[config.mk]
export PLATFORM = sky130hd
export DESIGN_NAME = mp3_header_decoder_unit_flat
export DESIGN_NICKNAME = d
export VERILOG_FILES = /design/src/design/mhd_pkg.sv /design/src/design/mhd_if.sv /design/src/design/mhd_front.sv /design/src/design/mhd_queue.sv /design/src/design/mhd_back.sv /design/src/design/mp3_header_decoder_unit.sv /design/src/flat_wrapper.sv
export SDC_FILE = /design/constraint.sdc
export NUM_CORES = 1
export LEC_CHECK = 0
export BUFFER_PORTS_ARGS = -buffer_cell sky130_fd_sc_hd__buf_2
export CORE_MARGIN = 10
export CORE_UTILIZATION = 45
export DETAILED_ROUTE_END_ITERATION = 8
export GPL_ROUTABILITY_DRIVEN = 0
export HOLD_SLACK_MARGIN = 0.02
export PLACE_DENSITY = 0.78
export SLEW_MARGIN = 0
export SYNTH_ARGS = -nofsm -noshare
export SYNTH_HDL_FRONTEND = slang
export SYNTH_HIERARCHICAL = 1
export SYNTH_SLANG_ARGS = --single-unit
[constraint.sdc]
create_clock -name clk -period 3.6 [get_ports clk]
set_clock_uncertainty 0.05 [all_clocks]
set_input_delay 0.9 -clock clk [delete_from_list [all_inputs] [get_ports clk]]
set_output_delay 0.9 -clock clk [all_outputs]
set_load 0.005 [all_outputs]
[src/design/mhd_pkg.sv]
package mhd_pkg;

	typedef enum logic [1:0] {
		KIND_UNKNOWN = 2'd0,
		KIND_FRAME   = 2'd1,
		KIND_ID3V2   = 2'd2,
		KIND_ID3V1   = 2'd3
	} kind_t;

	typedef enum logic [1:0] {
		VER_NONE  = 2'd0,
		VER_MPEG1 = 2'd1,
		VER_MPEG2 = 2'd2
	} mpeg_ver_t;

	localparam logic [31:0] FRAME_MASK  = 32'hFFFE0000;
	localparam logic [31:0] FRAME_MPEG1 = 32'hFFFA0000;
	localparam logic [31:0] FRAME_MPEG2 = 32'hFFF20000;
	localparam logic [31:0] ID3_MASK    = 32'hFFFFFF00;
	localparam logic [31:0] ID3V1_SIG   = 32'h54414700;
	localparam logic [31:0] ID3V2_SIG   = 32'h49443300;
	localparam logic [31:0] SYNC_BITS   = 32'h80808080;
	localparam logic [28:0] ID3V2_HDR   = 29'd10;

	localparam logic [1:0] SIDX_RESERVED = 2'd3;
	localparam logic [3:0] BIDX_BAD      = 4'd15;

	// Classified item handed from the front to the back.
	typedef struct packed {
		kind_t       kind;
		logic        mpeg2;
		logic [1:0]  sidx;
		logic [3:0]  bidx;
		logic        pad;
		logic        sync_ok;
		logic [27:0] size;
	} mhd_rec_t;

	localparam logic [15:0] RATE_TAB [0:1][0:3] = '{
		'{16'd44100, 16'd48000, 16'd32000, 16'd0},
		'{16'd22050, 16'd24000, 16'd16000, 16'd0}
	};

	localparam logic [8:0] KBPS_TAB [0:1][0:15] = '{
		'{9'd0, 9'd32, 9'd40, 9'd48, 9'd56, 9'd64, 9'd80, 9'd96,
		  9'd112, 9'd128, 9'd160, 9'd192, 9'd224, 9'd256, 9'd320, 9'd0},
		'{9'd0, 9'd8, 9'd16, 9'd24, 9'd32, 9'd40, 9'd48, 9'd56,
		  9'd64, 9'd80, 9'd96, 9'd112, 9'd128, 9'd144, 9'd160, 9'd0}
	};

	// Frame length without padding, floor(coef * kbps / rate), by version,
	// rate index and bitrate index. Free format, bad bitrate and reserved
	// rate entries are zero.
	localparam logic [10:0] LEN_TAB [0:1][0:3][0:15] = '{
		'{
			'{11'd0, 11'd104, 11'd130, 11'd156, 11'd182, 11'd208, 11'd261, 11'd313,
			  11'd365, 11'd417, 11'd522, 11'd626, 11'd731, 11'd835, 11'd1044, 11'd0},
			'{11'd0, 11'd96, 11'd120, 11'd144, 11'd168, 11'd192, 11'd240, 11'd288,
			  11'd336, 11'd384, 11'd480, 11'd576, 11'd672, 11'd768, 11'd960, 11'd0},
			'{11'd0, 11'd144, 11'd180, 11'd216, 11'd252, 11'd288, 11'd360, 11'd432,
			  11'd504, 11'd576, 11'd720, 11'd864, 11'd1008, 11'd1152, 11'd1440, 11'd0},
			'{16{11'd0}}
		},
		'{
			'{11'd0, 11'd26, 11'd52, 11'd78, 11'd104, 11'd130, 11'd156, 11'd182,
			  11'd208, 11'd261, 11'd313, 11'd365, 11'd417, 11'd470, 11'd522, 11'd0},
			'{11'd0, 11'd24, 11'd48, 11'd72, 11'd96, 11'd120, 11'd144, 11'd168,
			  11'd192, 11'd240, 11'd288, 11'd336, 11'd384, 11'd432, 11'd480, 11'd0},
			'{11'd0, 11'd36, 11'd72, 11'd108, 11'd144, 11'd180, 11'd216, 11'd252,
			  11'd288, 11'd360, 11'd432, 11'd504, 11'd576, 11'd648, 11'd720, 11'd0},
			'{16{11'd0}}
		}
	};

endpackage

[src/design/mhd_if.sv]
interface mhd_in_if;
	logic        valid;
	logic        ready;
	logic [31:0] header_word;
	logic [31:0] size_word;

	modport source (output valid, output header_word, output size_word, input ready);
	modport sink (input valid, input header_word, input size_word, output ready);
endinterface

interface mhd_out_if;
	logic        valid;
	logic        ready;
	logic [1:0]  kind;
	logic [1:0]  mpeg_version;
	logic [15:0] sample_rate_hz;
	logic [8:0]  bitrate_kbps;
	logic        padding;
	logic [10:0] frame_bytes;
	logic [28:0] tag_bytes;
	logic        error;

	modport source (
		output valid, output kind, output mpeg_version, output sample_rate_hz,
		output bitrate_kbps, output padding, output frame_bytes, output tag_bytes,
		output error, input ready
	);
	modport sink (
		input valid, input kind, input mpeg_version, input sample_rate_hz,
		input bitrate_kbps, input padding, input frame_bytes, input tag_bytes,
		input error, output ready
	);
endinterface

[src/design/mhd_front.sv]
module mhd_front
	import mhd_pkg::*;
(
	input  logic     clk,
	input  logic     arst_n,
	input  logic     in_valid,
	output logic     in_ready,
	input  logic [31:0] header_word,
	input  logic [31:0] size_word,
	output logic     rec_valid,
	input  logic     rec_ready,
	output mhd_rec_t rec
);

	mhd_rec_t rec_c;
	mhd_rec_t rec_s1;
	logic     vld_s1;

	always_comb begin
		rec_c = '0;
		rec_c.kind = KIND_UNKNOWN;
		if ((header_word & FRAME_MASK) == FRAME_MPEG1 ||
		    (header_word & FRAME_MASK) == FRAME_MPEG2) begin
			rec_c.kind  = KIND_FRAME;
			rec_c.mpeg2 = ((header_word & FRAME_MASK) == FRAME_MPEG2);
			rec_c.sidx  = header_word[11:10];
			rec_c.bidx  = header_word[15:12];
			rec_c.pad   = header_word[9];
		end else if ((header_word & ID3_MASK) == ID3V2_SIG) begin
			rec_c.kind    = KIND_ID3V2;
			rec_c.sync_ok = ((size_word & SYNC_BITS) == 32'd0);
			rec_c.size    = {size_word[30:24], size_word[22:16],
			                 size_word[14:8], size_word[6:0]};
		end else if ((header_word & ID3_MASK) == ID3V1_SIG) begin
			rec_c.kind = KIND_ID3V1;
		end
	end

	assign in_ready  = !vld_s1 || rec_ready;
	assign rec_valid = vld_s1;
	assign rec       = rec_s1;

	always_ff @(posedge clk or negedge arst_n) begin
		if (!arst_n) begin
			vld_s1 <= 1'b0;
		end else if (in_valid && in_ready) begin
			vld_s1 <= 1'b1;
		end else if (rec_ready) begin
			vld_s1 <= 1'b0;
		end
	end

	always_ff @(posedge clk) begin
		if (in_valid && in_ready) begin
			rec_s1 <= rec_c;
		end
	end

endmodule

[src/design/mhd_queue.sv]
module mhd_queue
	import mhd_pkg::*;
#(
	parameter int DEPTH = 2
) (
	input  logic     clk,
	input  logic     arst_n,
	input  logic     push_valid,
	output logic     push_ready,
	input  mhd_rec_t push_data,
	output logic     pop_valid,
	input  logic     pop_ready,
	output mhd_rec_t pop_data
);

	localparam int PW = (DEPTH > 1) ? $clog2(DEPTH) : 1;
	localparam int CW = $clog2(DEPTH + 1);
	localparam logic [PW-1:0] LAST = PW'(DEPTH - 1);
	localparam logic [CW-1:0] FULL = CW'(DEPTH);

	mhd_rec_t      mem_q [0:DEPTH-1];
	logic [PW-1:0] wr_ptr_q;
	logic [PW-1:0] rd_ptr_q;
	logic [CW-1:0] count_q;
	logic          do_push;
	logic          do_pop;

	assign push_ready = (count_q != FULL);
	assign pop_valid  = (count_q != '0);
	assign pop_data   = mem_q[rd_ptr_q];
	assign do_push    = push_valid && push_ready;
	assign do_pop     = pop_valid && pop_ready;

	always_ff @(posedge clk or negedge arst_n) begin
		if (!arst_n) begin
			wr_ptr_q <= '0;
			rd_ptr_q <= '0;
			count_q  <= '0;
		end else begin
			if (do_push) begin
				wr_ptr_q <= (wr_ptr_q == LAST) ? '0 : wr_ptr_q + 1'b1;
			end
			if (do_pop) begin
				rd_ptr_q <= (rd_ptr_q == LAST) ? '0 : rd_ptr_q + 1'b1;
			end
			if (do_push && !do_pop) begin
				count_q <= count_q + 1'b1;
			end else if (do_pop && !do_push) begin
				count_q <= count_q - 1'b1;
			end
		end
	end

	always_ff @(posedge clk) begin
		if (do_push) begin
			mem_q[wr_ptr_q] <= push_data;
		end
	end

endmodule

[src/design/mhd_back.sv]
module mhd_back
	import mhd_pkg::*;
(
	input  logic        clk,
	input  logic        arst_n,
	input  logic        rec_valid,
	output logic        rec_ready,
	input  mhd_rec_t    rec,
	output logic        out_valid,
	input  logic        out_ready,
	output logic [1:0]  kind,
	output logic [1:0]  mpeg_version,
	output logic [15:0] sample_rate_hz,
	output logic [8:0]  bitrate_kbps,
	output logic        padding,
	output logic [10:0] frame_bytes,
	output logic [28:0] tag_bytes,
	output logic        error
);

	logic        valid_q;
	logic [1:0]  kind_q;
	logic [1:0]  ver_q;
	logic [15:0] rate_q;
	logic [8:0]  kbps_q;
	logic        pad_q;
	logic [10:0] len_q;
	logic [28:0] tag_q;
	logic        err_q;

	logic [1:0]  ver_c;
	logic [15:0] rate_c;
	logic [8:0]  kbps_c;
	logic        pad_c;
	logic [10:0] len_c;
	logic [10:0] base_len;
	logic [28:0] tag_c;
	logic        err_c;

	assign base_len = LEN_TAB[rec.mpeg2][rec.sidx][rec.bidx];

	always_comb begin
		ver_c  = VER_NONE;
		rate_c = '0;
		kbps_c = '0;
		pad_c  = 1'b0;
		len_c  = '0;
		tag_c  = '0;
		err_c  = 1'b0;
		case (rec.kind)
			KIND_FRAME: begin
				ver_c  = rec.mpeg2 ? VER_MPEG2 : VER_MPEG1;
				rate_c = RATE_TAB[rec.mpeg2][rec.sidx];
				kbps_c = KBPS_TAB[rec.mpeg2][rec.bidx];
				pad_c  = rec.pad;
				err_c  = (rec.sidx == SIDX_RESERVED) || (rec.bidx == BIDX_BAD);
				len_c  = (base_len == '0) ? '0 : base_len + {10'd0, rec.pad};
			end
			KIND_ID3V2: begin
				err_c = !rec.sync_ok;
				tag_c = rec.sync_ok ? {1'b0, rec.size} + ID3V2_HDR : '0;
			end
			default: begin
				ver_c = VER_NONE;
			end
		endcase
	end

	assign rec_ready = !valid_q || out_ready;

	always_ff @(posedge clk or negedge arst_n) begin
		if (!arst_n) begin
			valid_q <= 1'b0;
		end else if (rec_valid && rec_ready) begin
			valid_q <= 1'b1;
		end else if (out_ready) begin
			valid_q <= 1'b0;
		end
	end

	always_ff @(posedge clk) begin
		if (rec_valid && rec_ready) begin
			kind_q <= rec.kind;
			ver_q  <= ver_c;
			rate_q <= rate_c;
			kbps_q <= kbps_c;
			pad_q  <= pad_c;
			len_q  <= len_c;
			tag_q  <= tag_c;
			err_q  <= err_c;
		end
	end

	assign out_valid      = valid_q;
	assign kind           = kind_q;
	assign mpeg_version   = ver_q;
	assign sample_rate_hz = rate_q;
	assign bitrate_kbps   = kbps_q;
	assign padding        = pad_q;
	assign frame_bytes    = len_q;
	assign tag_bytes      = tag_q;
	assign error          = err_q;

endmodule

[src/design/mp3_header_decoder_unit.sv]
// Channel | Dir | Fields
// req     | in  | header_word[31:0], size_word[31:0]
// rsp     | out | kind, mpeg_version, sample_rate_hz, bitrate_kbps, padding,
//         |     | frame_bytes, tag_bytes, error
//
// One item per cycle is sustained while rsp is ready; each item yields exactly one result item.
// An accepted item passes the front register, the queue and the output register in turn.
// The front stage, the QUEUE_DEPTH entry queue and the output register each stall
// on their own, so req stays ready while a result waits as long as room remains.
// Frame lengths come from a constant table indexed by version, rate and bitrate.
// Reset clears only the valid flags, the queue pointers and the queue count.
module mp3_header_decoder_unit
	import mhd_pkg::*;
#(
	parameter int QUEUE_DEPTH = 2
) (
	input  logic  clk,
	input  logic  arst_n,
	mhd_in_if.sink    req,
	mhd_out_if.source rsp
);

	mhd_rec_t front_rec;
	mhd_rec_t back_rec;
	logic     front_valid;
	logic     front_ready;
	logic     back_valid;
	logic     back_ready;

	mhd_front u_front (
		.clk        (clk),
		.arst_n     (arst_n),
		.in_valid   (req.valid),
		.in_ready   (req.ready),
		.header_word(req.header_word),
		.size_word  (req.size_word),
		.rec_valid  (front_valid),
		.rec_ready  (front_ready),
		.rec        (front_rec)
	);

	mhd_queue #(
		.DEPTH(QUEUE_DEPTH)
	) u_queue (
		.clk       (clk),
		.arst_n    (arst_n),
		.push_valid(front_valid),
		.push_ready(front_ready),
		.push_data (front_rec),
		.pop_valid (back_valid),
		.pop_ready (back_ready),
		.pop_data  (back_rec)
	);

	mhd_back u_back (
		.clk           (clk),
		.arst_n        (arst_n),
		.rec_valid     (back_valid),
		.rec_ready     (back_ready),
		.rec           (back_rec),
		.out_valid     (rsp.valid),
		.out_ready     (rsp.ready),
		.kind          (rsp.kind),
		.mpeg_version  (rsp.mpeg_version),
		.sample_rate_hz(rsp.sample_rate_hz),
		.bitrate_kbps  (rsp.bitrate_kbps),
		.padding       (rsp.padding),
		.frame_bytes   (rsp.frame_bytes),
		.tag_bytes     (rsp.tag_bytes),
		.error         (rsp.error)
	);

endmodule

[src/flat_wrapper.sv]
// flat-port wrapper written by rule: the top's interface ports become plain ports
module mp3_header_decoder_unit_flat import mhd_pkg::*;
#(
	parameter int QUEUE_DEPTH = 2
)
  (clk, arst_n, req_valid, req_header_word, req_size_word, req_ready, rsp_valid, rsp_kind, rsp_mpeg_version, rsp_sample_rate_hz, rsp_bitrate_kbps, rsp_padding, rsp_frame_bytes, rsp_tag_bytes, rsp_error, rsp_ready);
  mhd_in_if req_i ();
  mhd_out_if rsp_i ();
  input  logic clk;
  input  logic arst_n;
  input wire logic [$bits(req_i.valid)-1:0] req_valid;
  input wire logic [$bits(req_i.header_word)-1:0] req_header_word;
  input wire logic [$bits(req_i.size_word)-1:0] req_size_word;
  output wire logic [$bits(req_i.ready)-1:0] req_ready;
  output wire logic [$bits(rsp_i.valid)-1:0] rsp_valid;
  output wire logic [$bits(rsp_i.kind)-1:0] rsp_kind;
  output wire logic [$bits(rsp_i.mpeg_version)-1:0] rsp_mpeg_version;
  output wire logic [$bits(rsp_i.sample_rate_hz)-1:0] rsp_sample_rate_hz;
  output wire logic [$bits(rsp_i.bitrate_kbps)-1:0] rsp_bitrate_kbps;
  output wire logic [$bits(rsp_i.padding)-1:0] rsp_padding;
  output wire logic [$bits(rsp_i.frame_bytes)-1:0] rsp_frame_bytes;
  output wire logic [$bits(rsp_i.tag_bytes)-1:0] rsp_tag_bytes;
  output wire logic [$bits(rsp_i.error)-1:0] rsp_error;
  input wire logic [$bits(rsp_i.ready)-1:0] rsp_ready;
  assign req_i.valid = req_valid;
  assign req_i.header_word = req_header_word;
  assign req_i.size_word = req_size_word;
  assign req_ready = req_i.ready;
  assign rsp_valid = rsp_i.valid;
  assign rsp_kind = rsp_i.kind;
  assign rsp_mpeg_version = rsp_i.mpeg_version;
  assign rsp_sample_rate_hz = rsp_i.sample_rate_hz;
  assign rsp_bitrate_kbps = rsp_i.bitrate_kbps;
  assign rsp_padding = rsp_i.padding;
  assign rsp_frame_bytes = rsp_i.frame_bytes;
  assign rsp_tag_bytes = rsp_i.tag_bytes;
  assign rsp_error = rsp_i.error;
  assign rsp_i.ready = rsp_ready;
  mp3_header_decoder_unit #(.QUEUE_DEPTH(QUEUE_DEPTH)) u_core (.clk(clk), .arst_n(arst_n), .req(req_i), .rsp(rsp_i));
endmodule
==> results of run 1 <==
==> where the power goes <==
part	internal, mW	switching [mW]	total (mW)
sequential	3.34	0.224	3.57
clock	0.922	0.881	1.80
combinational	1.91	2.93	4.84
total	6.18	4.03	10.2
==> per-stage QoR <==
step | setup TNS [ns] | hold slack [ns] | cell area (µm²)
CTS | 0 | 0.224 | 11000
global placement | 0 | 0.372 | 10500
global route | -0.0151 | 0.227 | 11100
floorplan | 0 | 0.371 | 9510
detailed placement | 0 | 0.380 | 10500
finish | 0 | 0.233 | 11100
==> critical path, delay by kind of cell (launching register included) <==
| family | cells | cell delay (ns) |
|---|---|---|
| adders and majority gates | 1 | 0.32 |
| AOI/OAI and AO/OA | 4 | 1.16 |
| and+or+nand+nor | 3 | 0.58 |
| buffers and inverters | 2 | 0.38 |
| DFF | 1 | 0.48 |
| muxes | 1 | 0.25 |
==> cells in the final DEF, fill, tap and decap left out, types with 4 or more instances in the layout <==
master	instances
nand4_1	7
xor2_1	16
o21bai_1	4
edfxtp_1	181
and2_1	11
nand3b_1	4
o21ai_0	21
nor2b_1	7
mux2i_1	4
ha_1	20
clkbuf_16	17
mux2_2	39
nand2b_1	22
or3_1	8
o21a_1	4
nor3b_1	4
buf_2	126
a31oi_1	5
clkinv_8	4
o211ai_1	4
xnor2_1	12
a21o_1	4
nor2_1	54
and3_1	11
nand3_1	20
a21oi_1	33
nand2_1	30
buf_4	30
nor3_1	40
inv_1	43
conb_1	6
dfrtp_1	5
==> repair_timing <==
item / in CTS / in global routing
setup buffers: 0 / 2
setup endpoints to repair: 0 / 9
hold buffers: 0 / 0
gates resized for setup: 0 / 3
==> path summary, 6_finish.rpt <==
path	startpoint	slack, ns	to	cells past startpoint
min in group clk	u_core/u_front/rec[0]	0.39	u_core/u_queue/mem_q[0][0]	0
max in group asynchronous	arst_n	3.10	u_core/u_queue/rd_ptr_q	1
worst max register to register	u_core/u_queue/rd_ptr_q	0.11	u_core/u_back/frame_bytes[10]	11
worst min register to register	u_core/u_front/rec[0]	0.39	u_core/u_queue/mem_q[0][0]	0
worst max-delay path	u_core/u_queue/rd_ptr_q	0.11	u_core/u_back/frame_bytes[10]	11
worst min-delay path	arst_n	0.23	u_core/u_queue/count_q[0]	1
==> cell type report <==
| class | instances | area share, % |
|---|---|---|
| Multi-Input combinational cell | 485 | 31.3 |
| Sequential cell | 187 | 50.5 |
| Inverter | 47 | 1.63 |
| Clock buffer | 17 | 3.85 |
| Timing Repair Buffer | 159 | 8.28 |
| Clock inverter | 14 | 1.38 |
| Tap cell | 270 | 3.05 |
==> state kept, by name (all words and copies together) (netlist names) <==
register                      count
u_core/u_back/padding             1
u_core/u_queue/mem_q             78
u_core/u_back/sample_rate_hz     12
u_core/u_back/kind                2
u_core/u_back/bitrate_kbps        6
u_core/u_queue/rd_ptr_q           1
u_core/u_back/mpeg_version        2
u_core/u_front/rec_valid          1
u_core/u_front/rec               39
u_core/u_back/out_valid           1
u_core/u_back/frame_bytes        11
u_core/u_queue/wr_ptr_q           1
u_core/u_back/tag_bytes          29
u_core/u_back/error               1
u_core/u_queue/count_q            2
==> cell families after synthesis <==
group | synth area share [%]
AOI/OAI and AO/OA | 9.66
xor gates and xnor gates | 2.77
adders and majority gates | 2.91
buffers and inverters | 5.03
DFF | 59.1
muxes | 5.42
other | 0.0397
and+or+nand+nor | 15.1
==> per-layer routing <==
metal | track usage, % | part of all wire [%] | vias up | routed length (µm)
met2 | 24.0 | 45 | 315 | 9620
li1 | - | - | 3082 | -
met4 | 6.12 | 2.3 | 0 | 479
met1 | 20.7 | 43 | 3090 | 9080
met3 | 4.43 | 9.6 | 54 | 2030
met5 | 0 | 0 | - | 0
==> results.toml, run 1 <==
[detailed_routing]
totalWireLength_um = 21200
vias_per_cell = 5.55
drc = 0
drt_iter0_markers = 621
ant_nets = 0
first_pass_iters = 6
wl_per_cell_um = 18.0
vias = 6541

[floorplanning]
placement_rows = 52
core_mm2 = 0.0204
die_y_um = 165
die-area_mm2 = 0.0272
start_util_pct = 46.3
io_pins = 141
die_width_um = 165

[power_and_ir_drop]
leakage_nw = 4.18
totalPowerFinal_mw = 10.2
irDropWorstVdd_mv = 0.401
p_per_area_mw_per_mm2 = 923

[timing]
hold_viol_final = 0
period_minus_slack_ns = 3.49
clock.fmax_ghz = 0.286
setup_viol = 0
maxSlewViolCount = 0
final.period_utilization_pct = 97.1
finalWorstSetupSlack_ns = 0.106
maxSlewHeadroom_pct = 21.2
tightest_slew_ns = 1.18

[grt]
grt_pass1_vias = 6533
gr-total-overflow = 0
grt_pass1_wl_um = 33800
grt_max_degree = 52
track_usage_pct = 15.7
grt_antenna_before_repair = 0

[run_status]
status = "finished, final reports clean"

[synth]
synthCells = 760
synth_enable_flop_cells = 181
synth_area_per_cell_um2 = 12.4
synth_top_area_share_pct = 57.5
ys_seq_elements = 187
ys_seq_area_share_pct = 59.1
synth_cell_types = 90
yosysMostFrequentCell = "edfxtp_1"
yosys_warnings = 6
synth_flop_cell = "edfxtp_1"
synthTopCellsByArea = "edfxtp_1 (57%), mux2_2 (4.8%), ha_1 (2.9%)"
yosysTopAreaCell = "edfxtp_1"
synthArstFlopShare_pct = 3.21
yosys-top-cells-count = "edfxtp_1 (181), nor2_1 (55), inv_1 (45), mux2_2 (40), nor3_1 (40)"
synth_area_mm2 = 0.00946

[clock_tree]
cts_tree = "built"
numCtsBuffers = 17
path_clk_slew_ns = 0.07
clk_path_buf_depth = 2
clk_latency_ns = 0.43
cts-htree-levels = 4
cts-root-buf = "clkbuf_16"
clock_sinks = 187

[finish]
syn2layout_area_growth_pct = 16.9
num_antenna_cells = 0
final_cells = 1179
drive_gt1_share_pct = 29.5
fin_util_pct = 54.1
nFillCells = 1684
nets = 987
regArea_mm2 = 0.00559
multi_input_area_mm2 = 0.00346

[job]
drv_cap = 0

[placement]
numPlacedInstances = 1146
dp_slack_ns = 0.144
io_buffers = 126
hpwl_um = 14800

[critical_path]
arrival_ns = 3.60
crit_fanout = 9
cp_cell_sequence = "mux2_4, clkinvlp_4, ha_1, nand2b_1, a311o_1, and2_0, o221ai_2, nand2_1, o41ai_4, buf_4, a311oi_1"
critPathLaunchType = "flip-flop"
cpMaxStageDelayCell = "dfrtp_2"
worst_path_largest_cell_delay_ns = 0.48
cp-end-kind = "flip-flop"
crit_type = "flip-flop to flip-flop"
crit_required_ns = 3.71

[hold_path]
min_path_type = "primary input to async pin"
(Power assumes the default switching activity.)
==> inputs of run 2 (changes only) <==
--- a/config.mk
+++ b/config.mk
@@ -10,6 +10,7 @@
 export CORE_UTILIZATION = 45
 export DETAILED_ROUTE_END_ITERATION = 8
 export GPL_ROUTABILITY_DRIVEN = 0
+export GPL_TIMING_DRIVEN = 0
 export HOLD_SLACK_MARGIN = 0.02
 export PLACE_DENSITY = 0.78
 export SLEW_MARGIN = 0
==> run 2 against run 1 <==
  * The flow now finishes with violations (design-rule violations)
  * Sequential cell count did not move
  * Die area is the same
  * Core utilization increased by 2.4 points
  * Clock power rose by 11%
  * Critical path depth increased by 3
  * Global-route usage is 1.4 points higher
  * Fmax shrank 0.75%
  * Combinational power is 14% higher
  * Register-to-register slack got worse by 0.03 ns
  * Final area is 4.4% higher
  * Via count grew 5.7%
  * Critical path type unchanged
  * Largest power group unchanged
==> results.toml, run 2 (synthesis gave the netlist of run 1 again) <==
[critical_path]
cp-end-kind = "flip-flop"
arrival_ns = 3.74
r2r_cells = 14
cp-startpoint = "u_core/u_queue/rd_ptr_q"
crit_type = "flip-flop to flip-flop"
crit_fanout = 10
crit_required_ns = 3.82
r2r-end = "u_core/u_back/frame_bytes[8]"
critPathLaunchType = "flip-flop"
r2r-start = "u_core/u_queue/rd_ptr_q"
r2r_setup_slack_ns = 0.08

[grt]
grt_pass1_wl_um = 36500
gr-total-overflow = 0
grt_pass1_vias = 6864
track_usage_pct = 17.1
grt_antenna_before_repair = 0
grt_max_degree = 65

[floorplanning]
io_pins = 141
core_mm2 = 0.0204
die-area_mm2 = 0.0272
start_util_pct = 46.3
die_y_um = 165
placement_rows = 52
die_width_um = 165

[detailed_routing]
first_pass_iters = 8
drt-met1-wl_um = 9200
totalWireLength_um = 23700
drt_iter0_markers = 696
dr_wl_met3_um = 2680
dr_wl_met2_um = 11000
ant_nets = 0
wl_per_cell_um = 19.5
vias = 6912
top_layer_used = "met4"
vias_per_cell = 5.68
drc = 1

[finish]
num_antenna_cells = 0
syn2layout_area_growth_pct = 22.1
final_cell_mix = "edfxtp_1 (181), buf_2 (134), nor2_1 (53)"
fin_util_pct = 56.5
drive_gt1_share_pct = 32.9
multi_input_area_mm2 = 0.00361
top_register = "u_core/u_queue/mem_q"
nFillCells = 1606
largest_reg_flops = 78
nets = 1024
final_cells = 1217
final_common_cell = "edfxtp_1"
regArea_mm2 = 0.00559

[placement]
dp_slack_ns = -0.626
io_buffers = 126
numPlacedInstances = 1163
hpwl_um = 16100

[power_and_ir_drop]
leakage_nw = 4.41
p_per_area_mw_per_mm2 = 960
irDropWorstVdd_mv = 0.421

[job]
drv_cap = 0

[run_status]
status = "finished, violations left"
failed_checks = "design-rule violations"

[clock_tree]
cts-htree-levels = 4
clk_latency_ns = 0.44
clk_path_buf_depth = 2
numCtsBuffers = 17
cts-root-buf = "clkbuf_16"
hold_buffers = 0
path_clk_slew_ns = 0.08
cts_tree = "built"
clock_sinks = 187

[timing]
finalWorstSetupSlack_ns = 0.0793
maxSlewViolCount = 0
maxSlewHeadroom_pct = 38.4
clock.fmax_ghz = 0.284
tightest_slew_ns = 0.923
whs_ns = 0.225
hold_viol_final = 0
final.period_utilization_pct = 97.8
period_minus_slack_ns = 3.52
setup_viol = 0

[hold_path]
min_path_type = "primary input to async pin"
==> run 2: cell types whose count changed in the layout (fill, tap and decap cells not counted), moves of 4 or more <==
cell      delta
buf_2        +8
ha_1         -5
buf_6        +9
inv_12       +4
clkbuf_1    +11
==> run 2: where the power goes <==
| part | switching, mW | total (mW) | internal [mW] |
|---|---|---|---|
| clock network | 1.01 | 1.99 | 0.986 |
| registers | 0.220 | 3.56 | 3.34 |
| logic | 3.31 | 5.53 | 2.22 |
| total | 4.54 | 11.1 | 6.54 |
==> run 2: final cells by class <==
type                       instances  area share (%)
buffer                            43            2.63
clock buffer                      17            3.68
clock inverter                    15            1.95
inverter                          47            1.58
multi-input combinational        485            31.3
sequential                       187            48.4
tap                              270            2.93
timing repair buffer             153            7.57
==> run 2: per-stage QoR <==
step	setup TNS (ns)	instance area (µm²)	total power, mW
6_report	0	11500	11.1
5_1_grt	-0.0622	11500	11.6
4_1_cts	0	11400	10.7
3_5_place_dp	-4.97	10500	8.38
3_3_place_gp	-24.76	10500	8.24
2_1_floorplan	0	9510	6.89
==> run 2: worst max path at each step <==
stage	to	slack, ns	depth (start not counted)
final	u_core/u_back/frame_bytes[8]	0.08	14
after global routing	u_core/u_back/frame_bytes[6]	-0.03	11
after CTS	u_core/u_back/frame_bytes[10]	0.008	14
after detailed placement	u_core/u_back/frame_bytes[8]	-0.63	13
after global placement	u_core/u_back/frame_bytes[8]	-0.54	13
after floorplan	u_core/u_back/frame_bytes[6]	0.01	15
==> run 2: timing repair <==
| action | CTS | global route |
|---|---|---|
| gates resized for setup | 24 | 22 |
| setup buffers | 13 | 12 |
| setup endpoints to repair | 11 | 10 |
| pin swaps | 6 | 10 |
==> run 2: routing by layer <==
layer,vias up,global-route usage [%]
li1,3159,-
met1,3220,20.8
met2,449,27.0
met3,84,5.97
met4,0,7.21
met5,-,0
==> run 2: critical path, stage by stage (launching register included) <==
cell	delay (ns)
dfrtp_2	0.47
buf_8	0.17
mux2_4	0.36
buf_6	0.17
inv_1	0.11
buf_6	0.15
ha_1	0.22
nor3b_2	0.08
a311o_1	0.36
nand3_1	0.13
o221ai_4	0.15
buf_4	0.18
nor4_4	0.36
a21oi_1	0.13
nor3b_1	0.25
